**config.mk**
```make
export PLATFORM = sky130hd
export DESIGN_NAME = json_string_unescape_utf8
export DESIGN_NICKNAME = d
export VERILOG_FILES = /design/src/hw/rtl/jsu_pkg.sv /design/src/hw/rtl/jsu_decode.sv /design/src/hw/rtl/json_string_unescape_utf8.sv
export SDC_FILE = /design/constraint.sdc
export NUM_CORES = 1
export LEC_CHECK = 0
export BUFFER_PORTS_ARGS = -buffer_cell sky130_fd_sc_hd__buf_2
export CAP_MARGIN = 30
export CORE_UTILIZATION = 40
export CTS_CLUSTER_SIZE = 14
export DETAILED_ROUTE_END_ITERATION = 10
export GPL_ROUTABILITY_DRIVEN = 0
export PLACE_DENSITY = 0.6
export RECOVER_POWER = 100
export SKIP_CTS_REPAIR_TIMING = 1
export SLEW_MARGIN = 10
export SYNTH_ARGS = -nofsm -noshare
export SYNTH_HDL_FRONTEND = slang
export SYNTH_SLANG_ARGS = --single-unit
```
**constraint.sdc**
```tcl
create_clock -name clk_i -period 3.9 [get_ports clk_i]
set_clock_uncertainty 0.1 [all_clocks]
set_input_delay 0.195 -clock clk_i [delete_from_list [all_inputs] [get_ports clk_i]]
set_output_delay 0.195 -clock clk_i [all_outputs]
set_load 0.05 [all_outputs]
```
**src/hw/rtl/jsu_pkg.sv**
```systemverilog
`default_nettype none
// ----------------------------------------------------------------------------
// jsu_pkg
// Shared types for the JSON string unescaper: result kinds, error codes,
// decoder modes and the result group handed from the decoder to the buffer.
// ----------------------------------------------------------------------------
package jsu_pkg;

  // Kind of one result
  typedef enum logic [1:0] {
    KIND_DATA  = 2'd0,
    KIND_END   = 2'd1,
    KIND_ERROR = 2'd2
  } jsu_kind_e;

  // Error codes reported with KIND_ERROR
  typedef enum logic [2:0] {
    ERR_NONE         = 3'd0,
    ERR_UNTERMINATED = 3'd1,
    ERR_BAD_HEX      = 3'd2,
    ERR_BS_EXPECTED  = 3'd3,
    ERR_U_EXPECTED   = 3'd4,
    ERR_BAD_LOW_SUR  = 3'd5,
    ERR_LONE_LOW_SUR = 3'd6
  } jsu_err_e;

  // Decoder modes
  typedef enum logic [2:0] {
    MODE_PLAIN   = 3'd0,
    MODE_ESC     = 3'd1,
    MODE_HEX1    = 3'd2,
    MODE_WANT_BS = 3'd3,
    MODE_WANT_U  = 3'd4,
    MODE_HEX2    = 3'd5
  } jsu_mode_e;

  // Max results caused by one input byte
  localparam int unsigned GroupBytes = 4;
  localparam int unsigned GroupIdxW  = $clog2(GroupBytes);

  // All results caused by one input byte
  typedef struct packed {
    logic [GroupBytes-1:0][7:0] bytes;   // data bytes, entry 0 first
    logic [GroupIdxW-1:0]       n_last;  // index of the final result
    jsu_kind_e                  kind;
    jsu_err_e                   err;
  } jsu_group_t;

endpackage
`default_nettype wire

```
**src/hw/rtl/jsu_decode.sv**
```systemverilog
`default_nettype none
// ----------------------------------------------------------------------------
// jsu_decode
// Escape and \u decoder state machine. Takes one byte per transfer and
// produces the group of results that byte causes, including UTF-8 encoding
// of \u code points and surrogate pairs.
// ----------------------------------------------------------------------------
module jsu_decode (
  input  wire logic             clk_i,
  input  wire logic             rst_ni,
  input  wire logic             accept_i,
  input  wire logic [7:0]       byte_i,
  output jsu_pkg::jsu_group_t   group_o,
  output logic                  emit_o
);

  localparam logic [7:0] ChNul    = 8'h00;
  localparam logic [7:0] ChQuote  = 8'h22;
  localparam logic [7:0] ChBslash = 8'h5C;
  localparam logic [7:0] ChSlash  = 8'h2F;
  localparam logic [7:0] ChB      = 8'h62;
  localparam logic [7:0] ChF      = 8'h66;
  localparam logic [7:0] ChN      = 8'h6E;
  localparam logic [7:0] ChR      = 8'h72;
  localparam logic [7:0] ChT      = 8'h74;
  localparam logic [7:0] ChU      = 8'h75;

  localparam logic [5:0] HighSurTop = 6'b110110;
  localparam logic [5:0] LowSurTop  = 6'b110111;

  // Returns {valid, value} for an ASCII hex digit
  function automatic logic [4:0] hex_value(input logic [7:0] b);
    logic [4:0] r;
    r = 5'd0;
    if (b >= 8'h30 && b <= 8'h39) begin
      r = {1'b1, 4'(b - 8'h30)};
    end else if (b >= 8'h61 && b <= 8'h66) begin
      r = {1'b1, 4'(b - 8'h57)};
    end else if (b >= 8'h41 && b <= 8'h46) begin
      r = {1'b1, 4'(b - 8'h37)};
    end
    return r;
  endfunction

  // Encode a code point as a UTF-8 group
  function automatic jsu_pkg::jsu_group_t utf8_encode(input logic [20:0] cp);
    jsu_pkg::jsu_group_t g;
    g        = '0;
    g.kind   = jsu_pkg::KIND_DATA;
    g.err    = jsu_pkg::ERR_NONE;
    if (cp <= 21'h7F) begin
      g.bytes[0] = cp[7:0];
      g.n_last   = 2'd0;
    end else if (cp <= 21'h7FF) begin
      g.bytes[0] = 8'hC0 | {3'b000, cp[10:6]};
      g.bytes[1] = 8'h80 | {2'b00, cp[5:0]};
      g.n_last   = 2'd1;
    end else if (cp <= 21'hFFFF) begin
      g.bytes[0] = 8'hE0 | {4'b0000, cp[15:12]};
      g.bytes[1] = 8'h80 | {2'b00, cp[11:6]};
      g.bytes[2] = 8'h80 | {2'b00, cp[5:0]};
      g.n_last   = 2'd2;
    end else begin
      g.bytes[0] = 8'hF0 | {5'b00000, cp[20:18]};
      g.bytes[1] = 8'h80 | {2'b00, cp[17:12]};
      g.bytes[2] = 8'h80 | {2'b00, cp[11:6]};
      g.bytes[3] = 8'h80 | {2'b00, cp[5:0]};
      g.n_last   = 2'd3;
    end
    return g;
  endfunction

  jsu_pkg::jsu_mode_e mode_q, mode_d;
  logic [1:0]         cnt_q, cnt_d;
  logic [15:0]        acc_q, acc_d;
  logic [9:0]         hs_q, hs_d;

  logic [4:0]  hex;
  logic [15:0] code;
  logic        code_high;
  logic        code_low;
  logic [20:0] pair_cp;

  assign hex       = hex_value(byte_i);
  assign code      = {acc_q[11:0], hex[3:0]};
  assign code_high = (code[15:10] == HighSurTop);
  assign code_low  = (code[15:10] == LowSurTop);
  assign pair_cp   = {1'b0, hs_q, code[9:0]} + 21'h10000;

  // Next state
  always_comb begin
    mode_d = mode_q;
    cnt_d  = cnt_q;
    acc_d  = acc_q;
    hs_d   = hs_q;
    unique case (mode_q)
      jsu_pkg::MODE_ESC: begin
        if (byte_i == ChNul) begin
          mode_d = jsu_pkg::MODE_PLAIN;
          cnt_d  = 2'd0;
          acc_d  = 16'd0;
          hs_d   = 10'd0;
        end else if (byte_i == ChU) begin
          mode_d = jsu_pkg::MODE_HEX1;
          cnt_d  = 2'd0;
          acc_d  = 16'd0;
        end else begin
          mode_d = jsu_pkg::MODE_PLAIN;
        end
      end
      jsu_pkg::MODE_HEX1, jsu_pkg::MODE_HEX2: begin
        if (!hex[4]) begin
          mode_d = jsu_pkg::MODE_PLAIN;
          cnt_d  = 2'd0;
          acc_d  = 16'd0;
          hs_d   = 10'd0;
        end else if (cnt_q != 2'd3) begin
          acc_d = code;
          cnt_d = cnt_q + 2'd1;
        end else if (mode_q == jsu_pkg::MODE_HEX1 && code_high) begin
          hs_d   = code[9:0];
          acc_d  = 16'd0;
          cnt_d  = 2'd0;
          mode_d = jsu_pkg::MODE_WANT_BS;
        end else begin
          // Code point done or rejected: back to plain, all cleared
          mode_d = jsu_pkg::MODE_PLAIN;
          cnt_d  = 2'd0;
          acc_d  = 16'd0;
          hs_d   = 10'd0;
        end
      end
      jsu_pkg::MODE_WANT_BS: begin
        if (byte_i == ChBslash) begin
          mode_d = jsu_pkg::MODE_WANT_U;
        end else begin
          mode_d = jsu_pkg::MODE_PLAIN;
          cnt_d  = 2'd0;
          acc_d  = 16'd0;
          hs_d   = 10'd0;
        end
      end
      jsu_pkg::MODE_WANT_U: begin
        if (byte_i == ChU) begin
          mode_d = jsu_pkg::MODE_HEX2;
          cnt_d  = 2'd0;
          acc_d  = 16'd0;
        end else begin
          mode_d = jsu_pkg::MODE_PLAIN;
          cnt_d  = 2'd0;
          acc_d  = 16'd0;
          hs_d   = 10'd0;
        end
      end
      default: begin
        // Plain mode; unused codes behave the same
        if (byte_i == ChNul || byte_i == ChQuote) begin
          mode_d = jsu_pkg::MODE_PLAIN;
          cnt_d  = 2'd0;
          acc_d  = 16'd0;
          hs_d   = 10'd0;
        end else if (byte_i == ChBslash) begin
          mode_d = jsu_pkg::MODE_ESC;
        end else begin
          mode_d = jsu_pkg::MODE_PLAIN;
        end
      end
    endcase
  end

  // Outputs: result group for this byte
  always_comb begin
    emit_o       = 1'b0;
    group_o      = '0;
    group_o.kind = jsu_pkg::KIND_DATA;
    group_o.err  = jsu_pkg::ERR_NONE;
    unique case (mode_q)
      jsu_pkg::MODE_ESC: begin
        emit_o = 1'b1;
        case (byte_i) inside
          ChNul: begin
            group_o.kind = jsu_pkg::KIND_ERROR;
            group_o.err  = jsu_pkg::ERR_UNTERMINATED;
          end
          ChQuote, ChBslash, ChSlash: group_o.bytes[0] = byte_i;
          ChB: group_o.bytes[0] = 8'h08;
          ChF: group_o.bytes[0] = 8'h0C;
          ChN: group_o.bytes[0] = 8'h0A;
          ChR: group_o.bytes[0] = 8'h0D;
          ChT: group_o.bytes[0] = 8'h09;
          ChU: emit_o = 1'b0;
          default: begin
            // Unknown escape: pass backslash and character
            group_o.bytes[0] = ChBslash;
            group_o.bytes[1] = byte_i;
            group_o.n_last   = 2'd1;
          end
        endcase
      end
      jsu_pkg::MODE_HEX1, jsu_pkg::MODE_HEX2: begin
        if (!hex[4]) begin
          emit_o       = 1'b1;
          group_o.kind = jsu_pkg::KIND_ERROR;
          group_o.err  = jsu_pkg::ERR_BAD_HEX;
        end else if (cnt_q == 2'd3) begin
          if (mode_q == jsu_pkg::MODE_HEX1) begin
            if (code_low) begin
              emit_o       = 1'b1;
              group_o.kind = jsu_pkg::KIND_ERROR;
              group_o.err  = jsu_pkg::ERR_LONE_LOW_SUR;
            end else if (!code_high) begin
              emit_o  = 1'b1;
              group_o = utf8_encode({5'd0, code});
            end
          end else if (!code_low) begin
            emit_o       = 1'b1;
            group_o.kind = jsu_pkg::KIND_ERROR;
            group_o.err  = jsu_pkg::ERR_BAD_LOW_SUR;
          end else begin
            emit_o  = 1'b1;
            group_o = utf8_encode(pair_cp);
          end
        end
      end
      jsu_pkg::MODE_WANT_BS: begin
        if (byte_i != ChBslash) begin
          emit_o       = 1'b1;
          group_o.kind = jsu_pkg::KIND_ERROR;
          group_o.err  = jsu_pkg::ERR_BS_EXPECTED;
        end
      end
      jsu_pkg::MODE_WANT_U: begin
        if (byte_i != ChU) begin
          emit_o       = 1'b1;
          group_o.kind = jsu_pkg::KIND_ERROR;
          group_o.err  = jsu_pkg::ERR_U_EXPECTED;
        end
      end
      default: begin
        if (byte_i == ChNul) begin
          emit_o       = 1'b1;
          group_o.kind = jsu_pkg::KIND_ERROR;
          group_o.err  = jsu_pkg::ERR_UNTERMINATED;
        end else if (byte_i == ChQuote) begin
          emit_o       = 1'b1;
          group_o.kind = jsu_pkg::KIND_END;
        end else if (byte_i != ChBslash) begin
          emit_o           = 1'b1;
          group_o.bytes[0] = byte_i;
        end
      end
    endcase
  end

  // Advance decoder state on each input transfer
  always_ff @(posedge clk_i or negedge rst_ni) begin
    if (!rst_ni) begin
      mode_q <= jsu_pkg::MODE_PLAIN;
      cnt_q  <= 2'd0;
      acc_q  <= 16'd0;
      hs_q   <= 10'd0;
    end else if (accept_i) begin
      mode_q <= mode_d;
      cnt_q  <= cnt_d;
      acc_q  <= acc_d;
      hs_q   <= hs_d;
    end
  end

endmodule
`default_nettype wire

```
**src/hw/rtl/json_string_unescape_utf8.sv**
```systemverilog
`default_nettype none
// ----------------------------------------------------------------------------
// json_string_unescape_utf8
// JSON string body unescaper with \u and surrogate pair to UTF-8 conversion.
// ----------------------------------------------------------------------------
// One input byte is taken per cycle while the input is not stalled and is
// decoded in the same cycle; its results (0 to 4) are written as one group
// into a two-group result buffer, and results leave the registered buffer
// one per cycle while the output is not stalled. An input byte is taken in
// every cycle in which the buffer has a free group slot, so plain text
// streams at one byte per cycle while the output is not stalled. The up to
// four UTF-8 bytes of a \u escape are absorbed by the buffer, and the input
// stalls only when both group slots are full.
// ----------------------------------------------------------------------------
module json_string_unescape_utf8 (
  input  wire logic       clk_i,
  input  wire logic       rst_ni,
  input  wire logic       in_valid_i,
  output logic            in_stall_o,
  input  wire logic [7:0] in_byte_i,
  output logic            out_valid_o,
  input  wire logic       out_stall_i,
  output logic [7:0]      out_byte_o,
  output logic [1:0]      kind_o,
  output logic [2:0]      error_code_o,
  output logic            last_o
);

  jsu_pkg::jsu_group_t dec_group;
  logic                dec_emit;
  logic                in_xfer;
  logic                out_xfer;
  logic                push;
  logic                pop;

  jsu_pkg::jsu_group_t         slot_q [2];
  logic                        wr_q, wr_d;
  logic                        rd_q, rd_d;
  logic [1:0]                  cnt_q, cnt_d;
  logic [jsu_pkg::GroupIdxW-1:0] idx_q, idx_d;
  jsu_pkg::jsu_group_t         head;

  assign in_xfer  = in_valid_i && !in_stall_o;
  assign out_xfer = out_valid_o && !out_stall_i;

  jsu_decode u_decode (
    .clk_i    (clk_i),
    .rst_ni   (rst_ni),
    .accept_i (in_xfer),
    .byte_i   (in_byte_i),
    .group_o  (dec_group),
    .emit_o   (dec_emit)
  );

  // Result buffer control
  assign head         = slot_q[rd_q];
  assign out_valid_o  = (cnt_q != 2'd0);
  assign in_stall_o   = (cnt_q == 2'd2);
  assign last_o       = (idx_q == head.n_last);
  assign out_byte_o   = head.bytes[idx_q];
  assign kind_o       = head.kind;
  assign error_code_o = head.err;

  assign push = in_xfer && dec_emit;
  assign pop  = out_xfer && last_o;

  always_comb begin
    wr_d  = push ? ~wr_q : wr_q;
    rd_d  = pop ? ~rd_q : rd_q;
    cnt_d = cnt_q + {1'b0, push} - {1'b0, pop};
    idx_d = idx_q;
    if (out_xfer) begin
      idx_d = last_o ? '0 : idx_q + 1'b1;
    end
  end

  always_ff @(posedge clk_i or negedge rst_ni) begin
    if (!rst_ni) begin
      wr_q  <= 1'b0;
      rd_q  <= 1'b0;
      cnt_q <= 2'd0;
      idx_q <= '0;
    end else begin
      wr_q  <= wr_d;
      rd_q  <= rd_d;
      cnt_q <= cnt_d;
      idx_q <= idx_d;
    end
  end

  // Store the decoded group
  always_ff @(posedge clk_i) begin
    if (push) begin
      slot_q[wr_q] <= dec_group;
    end
  end

  // Checks
  a_full_has_output: assert property (@(posedge clk_i) disable iff (!rst_ni)
    in_stall_o |-> out_valid_o)
    else $error("buffer full without a result on offer");

  a_marker_is_last: assert property (@(posedge clk_i) disable iff (!rst_ni)
    (out_valid_o && kind_o != jsu_pkg::KIND_DATA) |-> last_o)
    else $error("end or error result not marked last");

  a_error_has_code: assert property (@(posedge clk_i) disable iff (!rst_ni)
    (out_valid_o && kind_o == jsu_pkg::KIND_ERROR) |-> (error_code_o != jsu_pkg::ERR_NONE))
    else $error("error result without error code");

  a_pop_frees_slot: assert property (@(posedge clk_i) disable iff (!rst_ni)
    (pop && !push) |=> (cnt_q == $past(cnt_q) - 2'd1))
    else $error("group pop did not free a slot");

endmodule
`default_nettype wire
```
==> reports/metrics.yaml <==
stdcell_count: 859
hold_violations: 0
coreArea_um2: 15310
syn_nets: 642
ys_seq_area_share_pct: 48.35
syn_inst: 619
clock_path_buffers: 2
synth.avg_cell_area_um2: 10.18
slew_violations: 34
antennaDiodeCount: 0
die_w_um: 127.5
synth_cell_types: 71
min_path_type: "in2reg"
swShare_pct: 41.96
slew_headroom_pct: -32.57
grt_pass1_wl_mm: 27.50
mostFrequentLayoutCell: "nand2_1"
rsz0062_at_grt: "false"
cts_htree_levels: 3
status: "finished, violations left"
cp.arrival_ns: 3.52
cts_root_buffer: "clkbuf_16"
ys.flop_type: "edfxtp_1"
remaining_drc_errors: 0
grt_pass1_vias: 5020
ys_ff_latch: 107
ir_drop_uv: 287.7
p_total_w: 0.004512
start_util_pct: 41.16
ant_nets: 0
critPathSlowestCell: "mux2_2"
leakage_nw: 2.482
cts_tree: "yes"
vias: 5179
hpwl_mm: 12.74
drv_cap: 1
cts.clk_slew.worst_paths_ns: 0.07
postSynth.asyncResetShare_pct: 30.84
p_per_area_nw_per_um2: 651.0
p_seq_share_pct: 39.4
io_buffers: 27
tns_ns: 0
fmax_ghz: 0.2840
grt_antenna_before_repair: 0
overflow: 0
syn_to_final_growth_pct: 9.964
synth-edff-count: 74
die_area_um2: 16270
cts_made_buffers: 9
p_clk_share_pct: 19.0
required_ns: 3.89
netlist_area_um2: 6304
tightest_slew_ns: 1.989
grt_max_degree: 38
violations: "max-capacitance violations, max-slew violations"
viasPerCell: 6.029
internal_power_w: 0.002619
place_inst: 841
switchingPower_w: 0.001893
start_kind: "input pin"
nets: 666
crit_chain: "clkbuf_1 -> inv_1 -> ha_1 -> o21bai_1 -> a211oi_1 -> o22ai_1 -> buf_4 -> nor4_2 -> mux2_2 -> o221ai_1 -> a221oi_1 -> o21ai_0"
drtPass1Iterations: 6
final_cell_mix: "nand2_1 (75), edfxtp_1 (74), nor2_1 (61)"
critical_path_class: "in2reg"
die_y_um: 127.5
min_period_ns: 3.521
ioPinCount: 28
min_period_over_period_pct: 90.29
setup_viol: 0
grt_util_all_layers_pct: 22.47
drt_first_iter_violations: 651
worstPathMaxFanout: 21
rows: 45
clk-insertion-delay-late_ns: 0.36
fillers: 1489
drive_gt1_share_pct: 12.96
critPathMaxStageDelay_ns: 0.57
synth_warnings: 0
wl_mm: 17.37
clkSinkCount: 107
p_comb_share_pct: 41.6
routedWlPerCell_um: 20.22
end_kind: "flop"
## logic make-up (layout without fill, tap and decap cells)
kind of cell	count (synthesis)	after routing	synth area share [%]
mux	36	36	9.071
flops	107	107	48.35
xor+xnor	7	7	0.9726
buf+inv	52	81	3.454
fa+ha+maj	11	11	2.183
compound gates	162	162	16.87
simple gates	244	244	19.09
## power groups by stage
stage	combinational (W)	sequential [W]	clock, W
after floorplan	0.00156	0.00166	0
after global placement	0.00194	0.00179	0
after detailed placement	0.00195	0.00181	0
after CTS	0.00196	0.00178	0.000876
after global routing	0.00203	0.00181	0.000916
final	0.00188	0.00178	0.000856
## metrics by stage
stage	area [µm²]	hold slack (ns)	utilization [%]	worst slack, ns
3_5_place_dp	6720	0.2355	43.88	0.3047
2_1_floorplan	6306	-0.2006	-	0.1471
5_1_grt	6932	0.1992	45.26	0.2076
4_1_cts	6992	-0.1476	45.65	0.6337
3_3_place_gp	6720	0.2294	43.88	0.4190
6_report	6932	0.1608	45.26	0.3787
## cell type report
| type | instances | area, µm² | share of cell area, % |
|---|---|---|---|
| sequential | 107 | 3048 | 43.97 |
| multi-input combinational | 460 | 3035 | 43.79 |
| tap | 211 | 264.0 | 3.809 |
| timing repair buffer | 47 | 245.2 | 3.538 |
| clock buffer | 11 | 232.7 | 3.357 |
| inverter | 18 | 67.56 | 0.9747 |
| clock inverter | 5 | 38.79 | 0.5596 |
## path summary, 6_finish.rpt
path,start,to,slack [ns],depth (start not counted)
max,in_byte_i[0],slot_q[0][7],0.38,12
min,out_stall_i,idx_q[1],0.16,4
max reg2reg,u_decode.mode_q[1],slot_q[1][27],0.38,8
min reg2reg,cnt_q[1],cnt_q[1],0.40,1
max in group asynchronous,rst_ni,u_decode.hs_q[3],1.71,2
min in group asynchronous,rst_ni,u_decode.mode_q[0],0.84,2
## critical path, delay by kind of cell
family / cells / cell delay (ns)
compound gates: 6 / 1.61
mux: 1 / 0.57
buf+inv: 3 / 0.52
simple gates: 1 / 0.35
fa+ha+maj: 1 / 0.27
## registers in the layout (all words and copies together), names as in the netlist
name             count
slot_q              74
u_decode.acc_q      12
u_decode.hs_q       10
u_decode.mode_q      3
cnt_q                2
idx_q                2
u_decode.cnt_q       2
rd_q                 1
wr_q                 1
## synth_stat cells, types with 4 or more instances
library cell / instances / area, µm²
clkbuf_1: 26 / 97.59
and3_1: 7 / 43.79
mux2_2: 14 / 157.7
inv_1: 17 / 63.81
a21o_1: 8 / 60.06
a31oi_1: 4 / 25.02
edfxtp_1: 74 / 2222
mux2i_1: 5 / 50.05
a21oi_1: 32 / 160.2
nor2_1: 61 / 229.0
o31ai_1: 16 / 120.1
and2_1: 9 / 56.30
mux4_2: 15 / 337.8
o22ai_1: 8 / 50.05
a32oi_1: 7 / 61.31
nand2_1: 75 / 281.5
nand3_1: 20 / 100.1
xnor2_1: 4 / 35.03
nor2b_1: 7 / 43.79
or3_1: 7 / 43.79
or2_2: 5 / 31.28
o21ai_1: 19 / 95.09
a22oi_1: 6 / 45.04
o21ai_0: 26 / 130.1
nor3_1: 21 / 105.1
ha_1: 11 / 137.6
a211oi_1: 9 / 67.56
dfrtp_1: 33 / 825.8
nand2b_1: 9 / 56.30
## routing by layer
metal,track usage (%),up-vias,part of all wire (%)
met5,0,-,0
met4,9.734,0,3.7
met3,4.941,59,8.6
met2,34.43,279,44
met1,30.67,2477,43
li1,-,2364,-
(Power assumes the default switching activity.)
